[src/hw/rtl/crsu_pkg.sv]
// Shared types and constants for the Catmull-Rom segment upsampler.
`default_nettype none

package crsu_pkg;

	// Fixed field widths of the sample and point beats
	localparam int SAMPLE_BITS = 10;
	localparam int OUT_BITS    = SAMPLE_BITS + 2;
	localparam int COL_BITS    = 4;

	// Datapath sizing that follows from the sample width
	localparam int COEF_BITS   = SAMPLE_BITS + 5;  // holds A, B, C of a segment
	localparam int QBIAS_LOG   = SAMPLE_BITS + 3;  // quotient bias keeps the dividend >= 0
	localparam int NN_EXTRA    = SAMPLE_BITS + 6;  // dividend bits above log2(W^3)
	localparam int QUO_BITS    = SAMPLE_BITS + 6;  // biased quotient bits
	localparam int VAL_BITS    = QUO_BITS + 2;     // signed height before saturation

	typedef struct packed {
		logic [SAMPLE_BITS-1:0] sample;
		logic                   curve_end;
	} sample_beat_t;

	typedef struct packed {
		logic signed [OUT_BITS-1:0] point_height;
		logic [COL_BITS-1:0]        column;
		logic                       run_last;
		logic                       curve_done;
	} point_beat_t;

	// Operand sources for a segment's four control points
	typedef enum logic [1:0] {
		SRC_H0   = 2'd0,
		SRC_H1   = 2'd1,
		SRC_H2   = 2'd2,
		SRC_SAMP = 2'd3
	} op_src_t;

	// Segment kinds a sample can cause
	typedef enum logic [1:0] {
		SEG_BODY  = 2'd0,
		SEG_TAIL  = 2'd1,
		SEG_FINAL = 2'd2
	} seg_kind_t;

	typedef enum logic [2:0] {
		ST_IDLE = 3'd0,
		ST_PLAN = 3'd1,
		ST_LOAD = 3'd2,
		ST_INIT = 3'd3,
		ST_RUN  = 3'd4
	} ctrl_state_t;

	// Commands from the controller to the datapath
	typedef struct packed {
		logic                capture;
		logic                load_coef;
		logic                init_gen;
		logic                issue;
		op_src_t             src_yp;
		op_src_t             src_y0;
		op_src_t             src_y1;
		op_src_t             src_y2;
		logic                final_seg;
		logic [COL_BITS-1:0] column;
		logic                run_last;
		logic                curve_done;
		logic                commit_shift;
		logic                commit_clear;
	} ctrl_cmd_t;

endpackage

`default_nettype wire

[src/hw/rtl/crsu_ctrl.sv]
// Controller: sample intake, segment sequencing and history commit.
`default_nettype none

module crsu_ctrl #(
	parameter int SEGMENT_WIDTH = 16
) (
	input  logic                clk,
	input  logic                arst_n,
	input  logic                sample_valid,
	input  logic                curve_end,
	output logic                sample_stall,
	input  logic                advance,
	output crsu_pkg::ctrl_cmd_t cmd
);
	import crsu_pkg::*;

	localparam int CNT_BITS = (SEGMENT_WIDTH > 1) ? $clog2(SEGMENT_WIDTH) : 1;
	localparam logic [CNT_BITS-1:0] LAST_COL = CNT_BITS'(SEGMENT_WIDTH - 1);

	ctrl_state_t         state_q, state_d;
	seg_kind_t           seg_q, seg_d;
	logic [1:0]          seen_q, seen_d;
	logic                end_q, end_d;
	logic [CNT_BITS-1:0] col_q, col_d;
	logic [CNT_BITS+COL_BITS-1:0] col_ext;
	logic                at_last;
	logic [1:0]          seen_inc;

	assign col_ext  = {{COL_BITS{1'b0}}, col_q};
	assign at_last  = (col_q == LAST_COL);
	assign seen_inc = (seen_q == 2'd3) ? seen_q : seen_q + 2'd1;

	// State registers
	always_ff @(posedge clk or negedge arst_n) begin
		if (!arst_n) begin
			state_q <= ST_IDLE;
			seg_q   <= SEG_BODY;
			seen_q  <= 2'd0;
			end_q   <= 1'b0;
			col_q   <= '0;
		end else begin
			state_q <= state_d;
			seg_q   <= seg_d;
			seen_q  <= seen_d;
			end_q   <= end_d;
			col_q   <= col_d;
		end
	end

	// Next state and commands
	always_comb begin
		state_d      = state_q;
		seg_d        = seg_q;
		seen_d       = seen_q;
		end_d        = end_q;
		col_d        = col_q;
		sample_stall = 1'b1;
		cmd          = '0;

		// operand selection for the segment being loaded
		unique case (seg_q)
			SEG_BODY: begin
				cmd.src_yp = (seen_q == 2'd3) ? SRC_H0 : SRC_H1;
				cmd.src_y0 = SRC_H1;
				cmd.src_y1 = SRC_H2;
				cmd.src_y2 = SRC_SAMP;
			end
			SEG_TAIL: begin
				cmd.src_yp = (seen_q >= 2'd2) ? SRC_H1 : SRC_H2;
				cmd.src_y0 = SRC_H2;
				cmd.src_y1 = SRC_SAMP;
				cmd.src_y2 = SRC_SAMP;
			end
			SEG_FINAL: begin
				cmd.src_yp    = (seen_q >= 2'd1) ? SRC_H2 : SRC_SAMP;
				cmd.src_y0    = SRC_SAMP;
				cmd.src_y1    = SRC_SAMP;
				cmd.src_y2    = SRC_SAMP;
				cmd.final_seg = 1'b1;
			end
			default: begin
				cmd.src_yp = SRC_SAMP;
				cmd.src_y0 = SRC_SAMP;
				cmd.src_y1 = SRC_SAMP;
				cmd.src_y2 = SRC_SAMP;
			end
		endcase

		// point tags
		cmd.column     = col_ext[COL_BITS-1:0];
		cmd.run_last   = at_last && ((seg_q == SEG_FINAL) || ((seg_q == SEG_BODY) && !end_q));
		cmd.curve_done = at_last && (seg_q == SEG_FINAL);

		unique case (state_q)
			ST_IDLE: begin
				sample_stall = 1'b0;
				if (sample_valid) begin
					cmd.capture = 1'b1;
					end_d       = curve_end;
					state_d     = ST_PLAN;
				end
			end
			ST_PLAN: begin
				if (seen_q >= 2'd2) begin
					seg_d   = SEG_BODY;
					state_d = ST_LOAD;
				end else if (end_q) begin
					seg_d   = (seen_q >= 2'd1) ? SEG_TAIL : SEG_FINAL;
					state_d = ST_LOAD;
				end else begin
					cmd.commit_shift = 1'b1;
					seen_d           = seen_inc;
					state_d          = ST_IDLE;
				end
			end
			ST_LOAD: begin
				cmd.load_coef = 1'b1;
				state_d       = ST_INIT;
			end
			ST_INIT: begin
				cmd.init_gen = 1'b1;
				col_d        = '0;
				state_d      = ST_RUN;
			end
			ST_RUN: begin
				if (advance) begin
					cmd.issue = 1'b1;
					col_d     = col_q + CNT_BITS'(1);
					if (at_last) begin
						unique case (seg_q)
							SEG_BODY: begin
								if (end_q) begin
									seg_d   = SEG_TAIL;
									state_d = ST_LOAD;
								end else begin
									cmd.commit_shift = 1'b1;
									seen_d           = seen_inc;
									state_d          = ST_IDLE;
								end
							end
							SEG_TAIL: begin
								seg_d   = SEG_FINAL;
								state_d = ST_LOAD;
							end
							default: begin
								cmd.commit_clear = 1'b1;
								seen_d           = 2'd0;
								end_d            = 1'b0;
								state_d          = ST_IDLE;
							end
						endcase
					end
				end
			end
			default: begin
				state_d = ST_IDLE;
			end
		endcase
	end

endmodule

`default_nettype wire

[src/hw/rtl/crsu_datapath.sv]
// Datapath: history, segment coefficients, cubic generator and rounding pipeline.
`default_nettype none

module crsu_datapath #(
	parameter int SEGMENT_WIDTH = 16
) (
	input  logic                   clk,
	input  logic                   arst_n,
	input  crsu_pkg::sample_beat_t sample_data,
	input  crsu_pkg::ctrl_cmd_t    cmd,
	output logic                   advance,
	output logic                   point_valid,
	input  logic                   point_stall,
	output crsu_pkg::point_beat_t  point_data
);
	import crsu_pkg::*;

	localparam int W2       = SEGMENT_WIDTH * SEGMENT_WIDTH;
	localparam int W3       = W2 * SEGMENT_WIDTH;
	localparam int DIVISOR  = 2 * W3;
	localparam int NN_BITS  = $clog2(W3) + NN_EXTRA;
	localparam int ACC_BITS = NN_BITS + 1;
	localparam longint OFFSET = longint'(W3) + (longint'(DIVISOR) << QBIAS_LOG);
	localparam longint RECIP  = (longint'(1) << NN_BITS) / longint'(DIVISOR);
	localparam int SAT_LO_I = -(1 << (SAMPLE_BITS - 1));
	localparam int SAT_HI_I = (3 << (SAMPLE_BITS - 1)) - 1;

	localparam logic signed [ACC_BITS-1:0] W_ACC    = ACC_BITS'(SEGMENT_WIDTH);
	localparam logic signed [ACC_BITS-1:0] W2_ACC   = ACC_BITS'(W2);
	localparam logic        [NN_BITS-1:0]  OFFSET_V = NN_BITS'(OFFSET);
	localparam logic        [NN_BITS-1:0]  RECIP_V  = NN_BITS'(RECIP);
	localparam logic        [NN_BITS-1:0]  DIV_V    = NN_BITS'(DIVISOR);
	localparam logic signed [VAL_BITS-1:0] QBIAS_V  = VAL_BITS'(1 << QBIAS_LOG);
	localparam logic signed [VAL_BITS-1:0] SAT_LO   = VAL_BITS'(SAT_LO_I);
	localparam logic signed [VAL_BITS-1:0] SAT_HI   = VAL_BITS'(SAT_HI_I);

	typedef logic signed [COEF_BITS-1:0] coef_t;
	typedef logic signed [ACC_BITS-1:0]  acc_t;

	typedef struct packed {
		logic [SAMPLE_BITS-1:0] y0;
		logic [COL_BITS-1:0]    column;
		logic                   run_last;
		logic                   curve_done;
	} pt_tag_t;

	// history and the sample being worked on
	logic [SAMPLE_BITS-1:0] hist_q [3];
	logic [SAMPLE_BITS-1:0] samp_q;

	// operand mux
	function automatic coef_t pick(input op_src_t src,
	                               input logic [SAMPLE_BITS-1:0] h0,
	                               input logic [SAMPLE_BITS-1:0] h1,
	                               input logic [SAMPLE_BITS-1:0] h2,
	                               input logic [SAMPLE_BITS-1:0] s);
		logic [SAMPLE_BITS-1:0] v;
		case (src)
			SRC_H0:  v = h0;
			SRC_H1:  v = h1;
			SRC_H2:  v = h2;
			default: v = s;
		endcase
		return $signed(COEF_BITS'(v));
	endfunction

	coef_t yp_e, y0_e, y1_e, y2_e;
	coef_t dd, m0, m1, ca, cb;
	coef_t coef_a_q, coef_b_q, coef_c_q;
	logic [SAMPLE_BITS-1:0] base_q;

	assign yp_e = pick(cmd.src_yp, hist_q[0], hist_q[1], hist_q[2], samp_q);
	assign y0_e = pick(cmd.src_y0, hist_q[0], hist_q[1], hist_q[2], samp_q);
	assign y1_e = pick(cmd.src_y1, hist_q[0], hist_q[1], hist_q[2], samp_q);
	assign y2_e = pick(cmd.src_y2, hist_q[0], hist_q[1], hist_q[2], samp_q);

	// Hermite coefficients with central-difference tangents
	assign dd = y1_e - y0_e;
	assign m0 = y1_e - yp_e;
	assign m1 = cmd.final_seg ? m0 : (y2_e - y0_e);
	assign ca = m0 + m1 - (dd <<< 2);
	assign cb = (dd <<< 2) + (dd <<< 1) - (m0 <<< 1) - m1;

	// forward-difference generator of N(j) = A j^3 + B W j^2 + C W^2 j
	acc_t a_x, bw, cw2;
	acc_t acc_q, d1_q, d2_q, d3_q;
	acc_t nn_sum;

	assign a_x    = ACC_BITS'(coef_a_q);
	assign bw     = ACC_BITS'(coef_b_q) * W_ACC;
	assign cw2    = ACC_BITS'(coef_c_q) * W2_ACC;
	assign nn_sum = acc_q + $signed({1'b0, OFFSET_V});

	// history, operands and generator
	always_ff @(posedge clk or negedge arst_n) begin
		if (!arst_n) begin
			hist_q[0] <= '0;
			hist_q[1] <= '0;
			hist_q[2] <= '0;
		end else if (cmd.commit_clear) begin
			hist_q[0] <= '0;
			hist_q[1] <= '0;
			hist_q[2] <= '0;
		end else if (cmd.commit_shift) begin
			hist_q[0] <= hist_q[1];
			hist_q[1] <= hist_q[2];
			hist_q[2] <= samp_q;
		end
	end

	always_ff @(posedge clk) begin
		if (cmd.capture) begin
			samp_q <= sample_data.sample;
		end
		if (cmd.load_coef) begin
			coef_a_q <= ca;
			coef_b_q <= cb;
			coef_c_q <= m0;
			base_q   <= y0_e[SAMPLE_BITS-1:0];
		end
		if (cmd.init_gen) begin
			acc_q <= '0;
			d1_q  <= a_x + bw + cw2;
			d2_q  <= (a_x <<< 2) + (a_x <<< 1) + (bw <<< 1);
			d3_q  <= (a_x <<< 2) + (a_x <<< 1);
		end else if (cmd.issue) begin
			acc_q <= acc_q + d1_q;
			d1_q  <= d1_q + d2_q;
			d2_q  <= d2_q + d3_q;
		end
	end

	// rounding pipeline: reciprocal estimate, back-multiply, correction, output
	logic v_s1, v_s2, v_s3, v_s4, out_valid_q;
	pt_tag_t tag_s1, tag_s2, tag_s3, tag_s4;
	logic [NN_BITS-1:0]   nn_s1, nn_s2, nn_s3;
	logic [2*NN_BITS-1:0] prod;
	logic [QUO_BITS-1:0]  qe_s2, qe_s3, qc_s4;
	logic [NN_BITS-1:0]   qd, qd_s3, rem;
	logic signed [VAL_BITS-1:0] val, sat;
	point_beat_t out_q;

	assign advance = !out_valid_q || !point_stall;
	assign prod    = {{NN_BITS{1'b0}}, nn_s1} * {{NN_BITS{1'b0}}, RECIP_V};
	assign qd      = NN_BITS'(qe_s2) * DIV_V;
	assign rem     = nn_s3 - qd_s3;

	// height = base + corrected quotient - bias, then clamp
	assign val = $signed({2'b00, qc_s4}) + $signed(VAL_BITS'(tag_s4.y0)) - QBIAS_V;
	always_comb begin
		if (val < SAT_LO) begin
			sat = SAT_LO;
		end else if (val > SAT_HI) begin
			sat = SAT_HI;
		end else begin
			sat = val;
		end
	end

	// stage valid bits
	always_ff @(posedge clk or negedge arst_n) begin
		if (!arst_n) begin
			v_s1        <= 1'b0;
			v_s2        <= 1'b0;
			v_s3        <= 1'b0;
			v_s4        <= 1'b0;
			out_valid_q <= 1'b0;
		end else if (advance) begin
			v_s1        <= cmd.issue;
			v_s2        <= v_s1;
			v_s3        <= v_s2;
			v_s4        <= v_s3;
			out_valid_q <= v_s4;
		end
	end

	// stage payloads
	always_ff @(posedge clk) begin
		if (advance) begin
			nn_s1             <= nn_sum[NN_BITS-1:0];
			tag_s1.y0         <= base_q;
			tag_s1.column     <= cmd.column;
			tag_s1.run_last   <= cmd.run_last;
			tag_s1.curve_done <= cmd.curve_done;

			nn_s2  <= nn_s1;
			qe_s2  <= prod[NN_BITS +: QUO_BITS];
			tag_s2 <= tag_s1;

			nn_s3  <= nn_s2;
			qe_s3  <= qe_s2;
			qd_s3  <= qd;
			tag_s3 <= tag_s2;

			qc_s4  <= qe_s3 + QUO_BITS'(rem >= DIV_V);
			tag_s4 <= tag_s3;

			out_q.point_height <= sat[OUT_BITS-1:0];
			out_q.column       <= tag_s4.column;
			out_q.run_last     <= tag_s4.run_last;
			out_q.curve_done   <= tag_s4.curve_done;
		end
	end

	assign point_valid = out_valid_q;
	assign point_data  = out_q;

endmodule

`default_nettype wire

[src/hw/rtl/catmull_rom_segment_upsampler.sv]
// Top level of the Catmull-Rom segment upsampler.
//
// Each accepted sample beat causes zero to three segments of SEGMENT_WIDTH
// points: a sample in the middle of a curve releases the segment two samples
// back, and a sample flagged curve_end also flushes the last two segments. A
// sample is taken only while the controller is idle; it then plans, and each
// segment forms its coefficients, seeds the forward-difference generator and
// issues its SEGMENT_WIDTH points, one point a cycle while the output does not
// stall. Points pass through the registered rounding pipeline to the output
// register; output stall freezes the pipeline and the generator together. No
// points come from the first two samples of a curve unless one of them ends it.

`default_nettype none

module catmull_rom_segment_upsampler #(
	parameter int SEGMENT_WIDTH = 16
) (
	input  logic                   clk,
	input  logic                   arst_n,
	input  logic                   sample_valid,
	output logic                   sample_stall,
	input  crsu_pkg::sample_beat_t sample_data,
	output logic                   point_valid,
	input  logic                   point_stall,
	output crsu_pkg::point_beat_t  point_data
);
	import crsu_pkg::*;

	localparam logic [COL_BITS-1:0] LAST_COL = COL_BITS'(SEGMENT_WIDTH - 1);

	ctrl_cmd_t cmd;
	logic      advance;

	crsu_ctrl #(
		.SEGMENT_WIDTH(SEGMENT_WIDTH)
	) u_ctrl (
		.clk         (clk),
		.arst_n      (arst_n),
		.sample_valid(sample_valid),
		.curve_end   (sample_data.curve_end),
		.sample_stall(sample_stall),
		.advance     (advance),
		.cmd         (cmd)
	);

	crsu_datapath #(
		.SEGMENT_WIDTH(SEGMENT_WIDTH)
	) u_datapath (
		.clk        (clk),
		.arst_n     (arst_n),
		.sample_data(sample_data),
		.cmd        (cmd),
		.advance    (advance),
		.point_valid(point_valid),
		.point_stall(point_stall),
		.point_data (point_data)
	);

	// end of curve always closes the beat run of its sample
	a_done_is_last: assert property (@(posedge clk) disable iff (!arst_n)
		point_valid && point_data.curve_done |-> point_data.run_last)
		else $error("curve_done without run_last");

	// the last point of a run sits in the last column of its segment
	a_last_column: assert property (@(posedge clk) disable iff (!arst_n)
		point_valid && point_data.run_last |-> point_data.column == LAST_COL)
		else $error("run_last away from the last column");

	// the generator only issues while the pipeline moves
	a_issue_flows: assert property (@(posedge clk) disable iff (!arst_n)
		cmd.issue |-> advance)
		else $error("point issued into a stalled pipeline");

	// no sample beat is taken while segments are still being issued
	a_no_take_busy: assert property (@(posedge clk) disable iff (!arst_n)
		cmd.issue |-> sample_stall)
		else $error("sample accepted during a segment");

endmodule

`default_nettype wire
[config.mk]
export PLATFORM = sky130hd
export DESIGN_NAME = catmull_rom_segment_upsampler
export DESIGN_NICKNAME = d
export VERILOG_FILES = /design/src/hw/rtl/crsu_pkg.sv /design/src/hw/rtl/crsu_ctrl.sv /design/src/hw/rtl/crsu_datapath.sv /design/src/hw/rtl/catmull_rom_segment_upsampler.sv
export SDC_FILE = /design/constraint.sdc
export NUM_CORES = 1
export LEC_CHECK = 0
export BUFFER_PORTS_ARGS = -buffer_cell sky130_fd_sc_hd__buf_2
export CORE_ASPECT_RATIO = 1.5
export CORE_UTILIZATION = 50
export CTS_BUF_LIST = sky130_fd_sc_hd__clkbuf_4
export DETAILED_ROUTE_END_ITERATION = 8
export PLACE_DENSITY = 0.78
export SYNTH_ARGS = -nofsm -noshare
export SYNTH_HDL_FRONTEND = slang
export SYNTH_SLANG_ARGS = --single-unit
[constraint.sdc]
create_clock -name clk -period 7.71 [get_ports clk]
set_clock_uncertainty 0.15 [all_clocks]
set_input_delay 0 -clock clk [delete_from_list [all_inputs] [get_ports clk]]
set_output_delay 0 -clock clk [all_outputs]
set_load 0.05 [all_outputs]
* After elaboration in Yosys (flattened, before gate mapping)
Index checks and enable logic that the tools add are counted.
** Storage, ports and cells
- Input port bits :: 15
- Bits in registers :: 425
- Output and inout bits :: 20
- Word-level logic and storage cells :: 188
** Cells by class
- Equal/unequal tests :: 25
- Reductions and logical operators :: 26
- $add $sub $neg :: 22
- $lt $le $gt $ge :: 5
- Muxes and demuxes :: 61
** Operators with widths (count)
- $pmux 10 s3 :: 4
- $mux 29 :: 4
- $mux 30 :: 2
- $add 29x29->29 :: 2
- $sub 10x10->11 :: 3
- $mux 2 :: 15
- $sub 15x15->15 :: 2
- $add 29x18->29 :: 1
- $add 28x28->28 const B :: 1
- $ge 28x14->1 const B :: 1
- $sub 28x28->28 :: 1
- $pmux 8 s3 :: 1
- $add 18x20->21 :: 1
- $add 20x19->21 :: 1
- $add 15x19->20 :: 1
- $mux 1 :: 19
- $add 17x16->18 :: 1
- $gt 18x12->1 const B :: 1
- $lt 18x10->1 const B :: 1
- $sub 17x14->18 const B :: 1
- $add 16x10->17 :: 1
- $add 15x1->16 :: 1
- $pmux 2 s2 :: 4
- $add 11x15->15 :: 1
- other kinds (35) :: 69

* Logic depth before layout (Yosys ltp)
Gate-level depths: netlist of run 1.
- Depth in word-level cells :: 9
- Mapped depth :: 29
- Gate-level depth less buffers :: 27

* Hierarchy
A second synthesis of run 1 with hierarchy kept.
** Unflattened totals
- Cell total of the unflattened synthesis :: 2038
- Area, all modules :: 22855.7 µm²
** By module, submodules not included
- crsu_datapath :: cells an instance 1945, sequential area each 9694.3 µm², area each 22028.6 µm², instances 1
- crsu_ctrl :: cells an instance 93, sequential area each 300.3 µm², area each 827.0 µm², instances 1

* Least setup slack after synthesis of run 1
OpenSTA, ideal clock, no wires.
- Path type :: register -> register
- From :: register u_datapath.out_valid_q (netlist: u_datapath.point_valid)
- To :: register u_ctrl.col_q[2]
- Data arrival time :: 6076 ps
- Setup time :: 148 ps
- Path buffers :: 1
- Required time :: 7412 ps
- Stages on the path, launching flop included :: 8
- Setup slack :: 1336 ps
- Period minus slack after synthesis :: 6374 ps
- Path through :: dfrtp_1 nand2_1 nand3_1 clkbuf_1 nand2_1 o21ai_0 nand2_1 nand2_1
** On the way
- Longest elaborated chain between the ends :: 4
** Ends and longest elaborated chain
- start, declared :: RTL line crsu_datapath.sv:134 : logic v_s1, v_s2, v_s3, v_s4, out_valid_q;
- start signal, assigned :: RTL line crsu_datapath.sv:173 : out_valid_q <= v_s4;
- $logic_not 1->1 :: RTL line crsu_datapath.sv:143 : assign advance = !out_valid_q || !point_stall;
- $logic_or 1x1->1 :: RTL line crsu_datapath.sv:143
- named net advance :: RTL line catmull_rom_segment_upsampler.sv:32 : logic advance;
- $ne 2x2->1 (no line)
- $reduce_and 2->1 (no line)
- end signal, assigned :: RTL line crsu_ctrl.sv:46 : col_q <= col_d;
- end, declared :: RTL line crsu_ctrl.sv:24 : logic [CNT_BITS-1:0] col_q, col_d;
The timed path passes the listed nets, and every way through them passes these cells.
A chain may end at the register's enable or synchronous reset.

* Worst setup path after layout of run 1
- From :: register u_ctrl.seg_q[1]
- To :: register u_datapath.coef_b_q[14], data pin
** On the way
- Elaborated cells between the ends (all ways) :: 24
- Those cells by class :: add/sub (6); eq/ne (8); mux (6); reduce/logical (4)
** RTL lines
- start, declared :: RTL line crsu_ctrl.sv:21 : seg_kind_t seg_q, seg_d;
- start signal, assigned :: RTL line crsu_ctrl.sv:43 : seg_q <= seg_d;
- $eq 2x2->1 (tied with other cells) :: RTL line crsu_ctrl.sv:61 : unique case (seg_q)
- $pmux 8 s3 * :: RTL line crsu_ctrl.sv:61
- $eq 2x2->1 (tied with other cells) :: RTL line crsu_datapath.sv:58 : case (src)
- $pmux 10 s3 :: RTL line crsu_datapath.sv:58
- $sub 10x10->11 * :: RTL line crsu_datapath.sv:79 : assign m0 = y1_e - yp_e;
- named net u_datapath.m0[6] :: RTL line crsu_datapath.sv:68 : coef_t dd, m0, m1, ca, cb;
- $sub 15x12->15 / $mux 15 (equally long branches) :: RTL line crsu_datapath.sv:82, crsu_datapath.sv:80
- $sub 15x15->15 * :: RTL line crsu_datapath.sv:82 : assign cb = (dd <<< 2) + (dd <<< 1) - (m0 <<< 1) - m1;
- named net u_datapath.cb[14] :: RTL line crsu_datapath.sv:68
- end signal, assigned :: RTL line crsu_datapath.sv:117 : coef_b_q <= cb;
- end, declared :: RTL line crsu_datapath.sv:69 : coef_t coef_a_q, coef_b_q, coef_c_q;
Mark *: on every way through the listed nets, which the timed path passes. The rest lies on a longest branch.

==> impl_summary.md, run 1 <==
Cells and area
Relative to the synthesized area, the layout overhead comes to 9.94%. The count of nets after finishing is 2525. The utilization after layout is 55.9%. The post-route netlist has 9.45% of its cells at a drive strength greater than 1.

Clock network
Buffers added to address setup during post-CTS repair amount to 0. TritonCTS built the clock tree. The H-tree was split into 3 levels. The total clock buffers created by CTS is 84. The clock input transition at the sequential cells of the worst setup and hold paths is 0.07 ns.

In this run the clock root is driven by a sky130_fd_sc_hd__clkbuf_4. For this design, the sink count on the clock tree is 350. The clock reaches the later pin of the worst-skew pair after 0.81 ns.

In this run the deepest clock path goes through 3 buffers.

Yosys
The register area share after synthesis is 44.6%. The share of synthesized flip-flops with an asynchronous set or reset is 13.4%. The instance count of the mapped netlist is 2149.

Yosys mapped the design onto 80 distinct sky130hd cell types. sky130_fd_sc_hd__edfxtp_1 is the most common cell in the netlist. After synthesis, the largest area contributor takes up 36.8% of total cell area. The total nets after synthesis is 2418. The synthesized netlist occupies a cell area of 22400 um^2. The main flop type after synthesis is sky130_fd_sc_hd__edfxtp_1. Yosys attributes the largest share of cell area to sky130_fd_sc_hd__edfxtp_1 (37%), sky130_fd_sc_hd__ha_1 (11%), sky130_fd_sc_hd__dfrtp_1 (5.2%), sky130_fd_sc_hd__fa_1 (4.8%), sky130_fd_sc_hd__a21oi_1 (3.4%). The biggest area contributor in the post-synthesis netlist is sky130_fd_sc_hd__edfxtp_1. The commonest cells after synthesis are sky130_fd_sc_hd__edfxtp_1 (275), sky130_fd_sc_hd__ha_1 (200), sky130_fd_sc_hd__nand2_1 (193). The synthesized area per cell is 10.4 um^2. The count of flip-flops with a built-in enable after synthesis is 275.

During synthesis, Yosys emitted a total of 0 warnings. The flip-flop and latch count after synthesis is 350.

Placed design
Port buffering added 34 buffers. The HPWL reported at the end of detailed placement is 37.5 mm. The routability congestion estimate from global placement is 0.899.

Detailed routing
In this run the remaining antenna-violating nets after routing total 0. The number of DRC markers after the initial detailed-route iteration is 960. The first detailed-routing pass ran for 5 iterations. In the final routed layout, each cell accounts on average for 17.4 um. After detailed routing, the number of vias per cell comes to 5.70.

In the routed design, unresolved DRC markers number 0. The detailed router placed 16600 vias in this run. The final routed wirelength across all metal layers is 50.5 mm.

Run
The max-cap violation count is 0.

STA
The number of hold violations in the final report was 0. The final critical delay including setup and external delays is 6.83 ns. For the pin with the worst max-slew slack, the measured transition is 1.18 ns. The worst slew margin relative to its limit is 21.3%. Setup repair after global routing left no endpoint under its margin. Based on the critical path, the design can be clocked at up to 0.146 GHz.

The accumulated negative setup slack is 0 ns. The total setup violations reported at the end of the flow is 0. The final period utilization is 88.6%.

The number of pins exceeding their max-slew limit in the final report is 0.

Worst setup path
The critical path data arrival time is 7.24 ns. The required time at the worst-slack endpoint is 8.12 ns. In this run the critical register-to-register path is launched from u_ctrl.seg_q[1]. The worst setup path is launched from a flop. The reg-to-reg setup timing slack is 0.88 ns.

The endpoint of the most critical register-to-register path is u_datapath.coef_b_q[14]. The critical-path maximum fanout is 15. STA classifies the critical path endpoint as a flop. The worst register-to-register path has a depth of 27. By startpoint and endpoint, the worst setup path is classified as flop to flop.

Die
The number of top-level design ports is 35. For this configuration, the core starts out at a cell density of 50.8%. The initialized floorplan defines 94 standard-cell rows. The die is 261 um tall. The chip width is 175 um. The die outline area is 45700 um^2. The placeable core region is 44100 um^2.

Min path
The worst hold path terminates at u_ctrl.state_q[1]. The path class of the tightest hold or removal check is input port to flop. In this run the most critical hold path is launched from sample_valid. The worst hold path was traced through 6 stages.

Global route
The maximum number of pins on one net before global-route repair is 92. Global routing used 21.7% of the available met1 tracks. Global routing used 22.2% of the available tracks across all layers. The global-route wire length before repair is 81.0 mm. The met2 usage in global routing is 43.2%.

met2 is the most crowded layer. The sum of overflow across all layers after global routing is 0. The number of antenna violations at the first check in global routing was 2. The via count of the first global-routing pass is 17000. The global-route track usage on met3 is 3.28%.

Outcome
The flow ran to the end, and the final reports show no timing, DRC or antenna violations.
-- per-stage QoR --
step | area [um^2] | worst slack, ns | std cells | hold slack [ns]
after floorplan | 22400 | 1.34 | 2149 | -0.446
after global placement | 23200 | 1.06 | 2717 | 0.0261
after detailed placement | 23200 | 0.881 | 2717 | 0.0281
after CTS | 24600 | 0.874 | 2903 | 0.0281
after global routing | 24600 | 0.344 | 2906 | 0.112
final | 24600 | 0.881 | 2906 | 0.128
-- routing by layer --
layer	vias up	part of all wire, %
met5	-	0
li1	8100	-
met1	7895	36
met3	162	3.5
met4	0	5.4
met2	393	55
-- final cells by class --
| type | instances | area (um^2) |
|---|---|---|
| clock inverter | 41 | 236 |
| tap | 576 | 721 |
| clock buffer | 116 | 871 |
| timing repair buffer | 76 | 576 |
| sequential | 350 | 9990 |
| multi-input combinational | 1585 | 11600 |
| antenna | 3 | 7.51 |
| inverter | 159 | 597 |
| fill | 3647 | 19500 |
-- timing repair --
action | in CTS | in global routing
hold buffers | 29 | 0
resized for setup | 0 | 0
endpoints found under the hold margin | 127 | 0
setup endpoints to repair | 0 | 0
-- registers in the layout, indices dropped and copies added (netlist names), 11 cells and up --
name / count
u_datapath.coef_a_q: 15
u_datapath.tag_s1: 16
u_datapath.hist_q: 30
u_datapath.nn_s3: 15
u_datapath.qc_s4: 15
u_datapath.coef_c_q: 11
u_datapath.nn_s2: 15
u_datapath.tag_s4: 16
u_datapath.d2_q: 27
u_datapath.tag_s2: 16
u_datapath.acc_q: 28
u_datapath.nn_s1: 15
u_datapath.coef_b_q: 15
u_datapath.tag_s3: 16
u_datapath.d1_q: 28
u_datapath.d3_q: 17
u_datapath.point_data: 18
-- worst max-delay path, stage by stage (launching register included) --
cell and delay (ns):
sky130_fd_sc_hd__dfrtp_1 0.53, sky130_fd_sc_hd__nor2_1 0.19, sky130_fd_sc_hd__and2_1 0.38, sky130_fd_sc_hd__a22o_1 0.19, sky130_fd_sc_hd__nand2_1 0.05, sky130_fd_sc_hd__a41oi_1 0.24
sky130_fd_sc_hd__ha_1 0.20, sky130_fd_sc_hd__inv_1 0.05, sky130_fd_sc_hd__fa_1 0.40, sky130_fd_sc_hd__a21o_1 0.21, sky130_fd_sc_hd__a21oi_1 0.25, sky130_fd_sc_hd__o21ai_1 0.10
sky130_fd_sc_hd__a21oi_1 0.24, sky130_fd_sc_hd__xnor2_1 0.26, sky130_fd_sc_hd__inv_1 0.11, sky130_fd_sc_hd__o21ai_0 0.40, sky130_fd_sc_hd__fa_1 0.49, sky130_fd_sc_hd__inv_1 0.09
sky130_fd_sc_hd__fa_1 0.42, sky130_fd_sc_hd__inv_1 0.07, sky130_fd_sc_hd__ha_1 0.24, sky130_fd_sc_hd__a21boi_1 0.15, sky130_fd_sc_hd__o21ai_1 0.13, sky130_fd_sc_hd__nand2b_1 0.12
sky130_fd_sc_hd__a21o_1 0.22, sky130_fd_sc_hd__a41o_1 0.25, sky130_fd_sc_hd__o41a_1 0.32, sky130_fd_sc_hd__xnor2_1 0.13
-- cells by family after synthesis --
logic type,after synthesis,synth area share (%)
AO/OA/AOI/OAI,592,16.8
AND/OR/NAND/NOR,555,11.6
flip-flops,350,44.6
adder cells (fa/ha/maj),255,16.0
buffers and inverters,214,3.59
XOR/XNOR,153,5.98
multiplexers,30,1.40
-- layout by cell type, fill, tap and decap left out, types with 30 or more instances in the layout --
cell type / count
sky130_fd_sc_hd__a21o_1: 59
sky130_fd_sc_hd__nand2_1: 190
sky130_fd_sc_hd__fa_1: 54
sky130_fd_sc_hd__buf_2: 34
sky130_fd_sc_hd__a21oi_1: 151
sky130_fd_sc_hd__nor2_1: 114
sky130_fd_sc_hd__ha_1: 200
sky130_fd_sc_hd__o21a_1: 32
sky130_fd_sc_hd__nor2b_1: 30
sky130_fd_sc_hd__nor3_1: 33
sky130_fd_sc_hd__inv_1: 155
sky130_fd_sc_hd__o21ai_0: 104
sky130_fd_sc_hd__edfxtp_1: 275
sky130_fd_sc_hd__o21ai_1: 74
sky130_fd_sc_hd__clkbuf_4: 116
sky130_fd_sc_hd__nand2b_1: 34
sky130_fd_sc_hd__xor2_1: 68
sky130_fd_sc_hd__dfrtp_1: 47
sky130_fd_sc_hd__nand3_1: 70
sky130_fd_sc_hd__xnor2_1: 85
-- how the worst max path moves through the flow --
stage                                 startpoint                 endpoint  slack (ns)
after global routing             u_ctrl.seg_q[0]  u_datapath.coef_b_q[14]        0.34
after global placement           u_ctrl.seg_q[1]  u_datapath.coef_b_q[14]        1.06
after CTS                        u_ctrl.seg_q[1]  u_datapath.coef_b_q[14]        0.87
final                            u_ctrl.seg_q[1]  u_datapath.coef_b_q[14]        0.88
after floorplan           u_datapath.point_valid          u_ctrl.col_q[2]        1.34
after detailed placement         u_ctrl.seg_q[1]  u_datapath.coef_b_q[14]        0.88
Power of run 1 is not shown: default switching activity piles up to over one toggle a cycle in this logic, so the estimate is an artifact.
==> run 2, diff against run 1 <==
clock period = 7.3 ns   (was 7.71 ns; I/O delays follow)
==> impl_summary.md, run 2 (synthesized netlist as in run 1, its figures left out) <==
Worst setup path
The number of cells traversed by the worst register-to-register path is 26 (was 27). The critical-path maximum fanout is 15 (unchanged). The required time at the worst-slack endpoint was 7.68 ns (was 8.12 ns).

The critical path data arrival time was 7.24 ns (about the same). The startpoint of the worst-slack reg-to-reg timing path is u_ctrl.seen_q[1] (was u_ctrl.seg_q[1]). The startpoint type of the worst setup path is a flop (unchanged). The path type of the worst setup path is flop to flop (unchanged).

The endpoint of the most critical register-to-register path is u_datapath.coef_b_q[14] (unchanged). The endpoint class of the critical path is a flop (unchanged). The reg-to-reg setup timing slack is 0.44 ns (was 0.88 ns).

Global route
The via count of the first global-routing pass is 17300 (was 17000). The number of antenna violations at the first check in global routing came to 1 (was 2). The sum of overflow across all layers after global routing is 0 (unchanged).

The global-route wire length before repair was 82.2 mm (was 81.0 mm). The overall global routing resource usage is 22.4% (was 22.2%). The maximum number of pins on one net before global-route repair is 84 (was 92).

STA
The smallest setup slack after layout is 0.441 ns (was 0.881 ns). The final critical delay including setup and external delays is 6.86 ns (was 6.83 ns). The upper clock frequency limit was 0.146 GHz (about the same). The final period utilization was 94.0% (was 88.6%).

The total setup violations reported at the end of the flow came to 0 (unchanged). Unrepaired setup endpoints after global routing: false (unchanged). The measured slew at the worst slew-check pin is 1.16 ns (was 1.18 ns).

The worst slew margin relative to its limit is 22.7% (was 21.3%). The number of hold violations in the final report is 0 (unchanged). The accumulated negative setup slack came to 0 ns (unchanged). The number of pins exceeding their max-slew limit in the final report is 0 (unchanged).

Clock network
The total clock buffers created by CTS is 84 (unchanged). The maximum level of the CTS H-tree was 3 (unchanged). The clock tree from TritonCTS is built (unchanged).

The count of buffers added by post-CTS timing repair for setup is 0 (unchanged). The CTS sink count came to 350 (unchanged). The number of buffers on the longest clock path is 3 (unchanged). The clock root buffer master was sky130_fd_sc_hd__clkbuf_4 (unchanged). The clock input transition at the sequential cells of the worst setup and hold paths is 0.07 ns (about the same).

The clock latency reported for the late side of the worst-skew pair is 0.82 ns (was 0.81 ns).

Run
The max-cap violation count is 0 (unchanged).

Die
The number of rows in the core area is 94 (unchanged). The number of top-level design ports is 35 (unchanged). The chip width is 175 um (unchanged). The height of the die is 261 um (unchanged). The die outline area is 45700 um^2 (unchanged). The initial core utilization is 50.8% (unchanged). The placeable core region is 44100 um^2 (unchanged).

Cells and area
The most frequent standard cell in the layout excluding fill and tap cells is sky130_fd_sc_hd__edfxtp_1 (unchanged). The signed area change from the synthesized netlist to the final layout is 9.84% (was 9.94%). Leading cell types in the layout, fill and taps excluded: sky130_fd_sc_hd__edfxtp_1 (275), sky130_fd_sc_hd__ha_1 (200), sky130_fd_sc_hd__nand2_1 (190) (unchanged). The count of nets after finishing is 2527 (was 2525). The flip-flop count of the largest register after layout came to 30 (unchanged). The most flop-heavy register was u_datapath.hist_q (unchanged). The fraction of layout cells with a size suffix above 1 is 9.73% (was 9.45%). Largest registers: u_datapath.hist_q: 30 flops, u_datapath.acc_q: 28 flops, u_datapath.d1_q: 28 flops (unchanged).

Detailed routing
The final routed wirelength across all metal layers is 50.7 mm (was 50.5 mm). The DRC violation count after routing is 0 (unchanged). The number of DRC markers after the initial detailed-route iteration is 829 (was 960). The detailed-routing iteration count for the pre-antenna-repair pass is 5 (unchanged).

The number of routed nets with antenna violations was 0 (unchanged). The per-cell via count in the routed design is 5.76 (was 5.70). The final routed wire length divided by cell count is 17.5 um (was 17.4 um). The count of vias placed by the detailed router is 16700 (was 16600).

Placed design
The HPWL reported at the end of detailed placement is 37.7 mm (was 37.5 mm). The number of I/O port buffers is 34 (unchanged). The worst slack at placement was 0.338 ns (was 0.881 ns).

The routability congestion estimate from global placement was 0.910 (was 0.899).

Min path
The beginning of the worst hold path is sample_valid (unchanged). The worst min-delay path endpoint is u_ctrl.state_q[1] (unchanged). The type of the most critical hold path was input port to flop (unchanged).

The number of cells on the worst hold path is 6 (unchanged).

Outcome
Outcome: finished, final reports clean (unchanged).
## run 2: repair_timing
| item | in CTS | in global routing |
|---|---|---|
| hold buffers | 28 | 0 |
| endpoints found under the hold margin | 91 | 0 |
| gates resized for setup | 0 | 3 |
| endpoints found under the setup margin | 0 | 1 |
## run 2: metal layers
layer	global-route usage, %	share of wire, %
met5	0	0
met4	14.5	5.7
met3	3.92	4.0
met2	43.3	55
met1	21.7	35
## run 2: layout make-up
type	count	area (um^2)
fillers	3730	19500
multi-input cells	1585	11600
flip-flops and latches	350	9990
clock buffers	124	931
well taps	576	721
inverters	159	597
repair buffers	78	571
clock inverters	27	163
diodes	1	2.50
## run 2: metrics by stage
stage	instances	hold slack [ns]	utilization [%]	area, um^2
detailed placement	2720	-0.0184	52.7	23200
global placement	2720	-0.0226	52.7	23200
global route	2900	0.0716	55.8	24600
CTS	2899	0.00350	55.8	24600
finish	2900	0.0570	55.8	24600
floorplan	2149	-0.446	-	22400
## run 2: worst max-delay path, stage by stage, from the launching register on
cell and delay [ns]:
sky130_fd_sc_hd__dfrtp_1 0.70, sky130_fd_sc_hd__nor2_1 0.25, sky130_fd_sc_hd__o21ai_0 0.21, sky130_fd_sc_hd__buf_4 0.21, sky130_fd_sc_hd__nor2_1 0.06, sky130_fd_sc_hd__a41oi_1 0.17, sky130_fd_sc_hd__ha_1 0.22, sky130_fd_sc_hd__inv_1 0.07
sky130_fd_sc_hd__fa_1 0.39, sky130_fd_sc_hd__a21o_1 0.20, sky130_fd_sc_hd__a21oi_1 0.22, sky130_fd_sc_hd__o21ai_1 0.09, sky130_fd_sc_hd__a21oi_1 0.25, sky130_fd_sc_hd__o21bai_1 0.11, sky130_fd_sc_hd__a21oi_1 0.25, sky130_fd_sc_hd__o21bai_1 0.13
sky130_fd_sc_hd__a211oi_1 0.33, sky130_fd_sc_hd__or3_1 0.29, sky130_fd_sc_hd__fa_1 0.51, sky130_fd_sc_hd__fa_1 0.53, sky130_fd_sc_hd__inv_1 0.04, sky130_fd_sc_hd__ha_1 0.36, sky130_fd_sc_hd__nand3_1 0.11, sky130_fd_sc_hd__nand2_1 0.05
sky130_fd_sc_hd__a41o_1 0.22, sky130_fd_sc_hd__o41a_1 0.32, sky130_fd_sc_hd__xnor2_1 0.14
## run 2: how the worst max path moves through the flow
stage | cells after the start | to | start | slack [ns]
floorplan | 7 | u_ctrl.col_q[2] | u_datapath.point_valid | 0.93
global placement | 27 | u_datapath.coef_b_q[14] | u_ctrl.seg_q[1] | 0.50
detailed placement | 27 | u_datapath.coef_b_q[14] | u_ctrl.seg_q[1] | 0.34
CTS | 27 | u_datapath.coef_b_q[14] | u_ctrl.seg_q[1] | 0.28
global route | 26 | u_datapath.coef_b_q[14] | u_ctrl.seen_q[1] | 0.02
finish | 26 | u_datapath.coef_b_q[14] | u_ctrl.seen_q[1] | 0.44
Power of run 2 is left out for the same reason.
==> run 3, diff against run 2 <==
CORE_UTILIZATION = 52   (was 50)
PLACE_DENSITY = 0.8   (was 0.78)
==> impl_summary.md, run 3 (synthesized netlist as in run 1, its figures left out) <==
Worst setup path
The kind of cell adding the most delay to the critical path is compound AO/OA/AOI/OAI gates (unchanged). The path type of the worst setup path is flop to flop (unchanged). The slowest library cell on the worst path was sky130_fd_sc_hd__dfrtp_1 (unchanged). The startpoint type of the worst setup path is a flop (unchanged).

The critical path data arrival time was 7.23 ns (was 7.24 ns). The critical-path maximum fanout is 15 (unchanged). The sum of buffers and inverters on the critical path is 5 (was 3). Counting stages on the worst path, the most repeated cell is sky130_fd_sc_hd__inv_1.

The endpoint class of the critical path is a flop (unchanged). The largest stage delay on the critical path came to 0.57 ns (was 0.70 ns). The required time at the worst-slack endpoint is 7.70 ns (was 7.68 ns).

Clock network
The CTS sink count is 350 (unchanged). The maximum level of the CTS H-tree came to 3 (unchanged). The number of buffers on the longest clock path came to 3 (unchanged).

The clock root buffer master is sky130_fd_sc_hd__clkbuf_4 (unchanged). The clock tree from TritonCTS is built (unchanged). The number of gates given a new drive strength after cts is 0 (unchanged).

The clock latency reported for the late side of the worst-skew pair is 0.83 ns (was 0.82 ns). The total clock buffers created by CTS is 86 (was 84). The clock input transition at the sequential cells of the worst setup and hold paths is 0.07 ns (about the same).

Detailed routing
The number of routed nets with antenna violations is 0 (unchanged). The detailed-routing iteration count for the pre-antenna-repair pass came to 5 (unchanged). The final routed wirelength across all metal layers was 50.3 mm (was 50.7 mm). The DRC violation count after routing is 0 (unchanged). The number of DRC markers after the initial detailed-route iteration is 884 (was 829). The final routed wire length divided by cell count is 17.3 um (was 17.5 um). The per-cell via count in the routed design was 5.78 (was 5.76). The count of vias placed by the detailed router is 16800 (was 16700).

Die
The die outline area is 44000 um^2 (was 45700 um^2). The placeable core region was 42200 um^2 (was 44100 um^2). The number of top-level design ports is 35 (unchanged).

The height of the die came to 256 um (was 261 um). The chip width is 172 um (was 175 um). The number of rows in the core area is 92 (was 94). The initial core utilization is 53.1% (was 50.8%).

Placed design
The routability congestion estimate from global placement came to 0.939 (was 0.910). The placed instance count is 2708 (was 2720). The number of I/O port buffers is 34 (unchanged).

The HPWL reported at the end of detailed placement is 37.4 mm (was 37.7 mm).

STA
The number of pins exceeding their max-slew limit in the final report is 0 (unchanged). The accumulated negative setup slack is 0 ns (unchanged). The upper clock frequency limit was 0.146 GHz (about the same). Unrepaired setup endpoints after global routing: false (unchanged). The measured slew at the worst slew-check pin is 1.15 ns (was 1.16 ns). The worst slew margin relative to its limit is 23.5% (was 22.7%). The final critical delay including setup and external delays is 6.83 ns (was 6.86 ns). The final period utilization came to 93.6% (was 94.0%). The total setup violations reported at the end of the flow is 0 (unchanged).

The number of hold violations in the final report is 0 (unchanged).

Min path
The type of the most critical hold path is input port to flop (unchanged).

Outcome
Outcome: finished, final reports clean (unchanged).

Cells and area
The signed area change from the synthesized netlist to the final layout is 10.5% (was 9.84%). The count of nets after finishing is 2530 (was 2527). The most frequent standard cell in the layout excluding fill and tap cells is sky130_fd_sc_hd__edfxtp_1 (unchanged). Leading cell types in the layout, fill and taps excluded: sky130_fd_sc_hd__edfxtp_1 (275), sky130_fd_sc_hd__ha_1 (200), sky130_fd_sc_hd__nand2_1 (190) (unchanged). The flip-flop count of the largest register after layout is 30 (unchanged). The fraction of layout cells with a size suffix above 1 is 10.1% (was 9.73%).

Largest registers: u_datapath.hist_q: 30 flops, u_datapath.acc_q: 28 flops, u_datapath.d1_q: 28 flops (unchanged). The most flop-heavy register is u_datapath.hist_q (unchanged). The number of filler instances in the final layout is 3342 (was 3730). The post-route non-filler standard cell count is 2899 (was 2900).

Global route
The overall global routing resource usage is 23.4% (was 22.4%). The number of antenna violations at the first check in global routing is 2 (was 1). The maximum number of pins on one net before global-route repair is 72 (was 84). The via count of the first global-routing pass is 17200 (was 17300).

The sum of overflow across all layers after global routing is 0 (unchanged). The global-route wire length before repair was 81.7 mm (was 82.2 mm).

Run
The max-cap violation count is 0 (unchanged).
run 3: changes by cell type in the layout (fill, tap and decap cells not counted), moves of 2 or more:
cell,previous run,this run
sky130_fd_sc_hd__clkbuf_4,124,130
sky130_fd_sc_hd__o21ai_1,76,74
sky130_fd_sc_hd__o21ai_0,102,104
sky130_fd_sc_hd__clkinv_4,2,0
sky130_fd_sc_hd__inv_6,1,3
sky130_fd_sc_hd__bufinv_16,1,4
run 3: metrics by stage:
stage	worst slack [ns]	area, um^2	hold WS, ns	util, %
floorplan	0.926	22400	-0.446	-
global placement	0.590	23200	0.0260	55.0
detailed placement	0.507	23200	0.0291	55.0
CTS	0.486	24800	0.0298	58.7
global route	0.00469	24800	0.114	58.7
finish	0.468	24800	0.0920	58.7
run 3: routing by layer:
| layer | part of all wire (%) | vias up | global-route usage (%) |
|---|---|---|---|
| met2 | 55 | 469 | 43.8 |
| met4 | 5.8 | 0 | 14.8 |
| met1 | 36 | 8000 | 23.4 |
| li1 | - | 8117 | - |
| met5 | 0 | - | 0 |
| met3 | 3.9 | 180 | 3.78 |
run 3: timing repair:
item / CTS / global route
hold endpoints to repair: 179 / 0
setup buffers: 0 / 0
endpoints found under the setup margin: 0 / 0
hold buffers: 29 / 0
run 3: final timing paths:
kind                                       from                       to  slack [ns]  depth (start not counted)
max                            u_ctrl.seen_q[1]  u_datapath.coef_b_q[14]        0.47                         26
min                                sample_valid        u_ctrl.state_q[0]        0.09                          6
max reg2reg                    u_ctrl.seen_q[1]  u_datapath.coef_b_q[14]        0.47                         26
min reg2reg                u_datapath.base_q[6]    u_datapath.tag_s1[12]        0.23                          0
max in group asynchronous                arst_n     u_datapath.hist_q[4]        6.51                          4
min in group asynchronous                arst_n          u_datapath.v_s4        0.19                          4
run 3: tightest hold or removal path, delay by kind of cell:
kind	cells	cell delay, ns
buffers and inverters	2	0.63
AND/OR/NAND/NOR	3	0.26
AO/OA/AOI/OAI	1	0.11
run 3: cell type report:
class / instances / area [um^2] / share of cell area [%]
Sequential cell: 350 / 9990 / 40.3
Antenna cell: 2 / 5.00 / 0.0202
Clock buffer: 130 / 976 / 3.94
Tap cell: 564 / 706 / 2.85
Clock inverter: 30 / 262 / 1.06
Timing Repair Buffer: 79 / 598 / 2.41
Multi-Input combinational cell: 1585 / 11600 / 47.0
Inverter: 159 / 597 / 2.41
Power of run 3 is left out for the same reason.
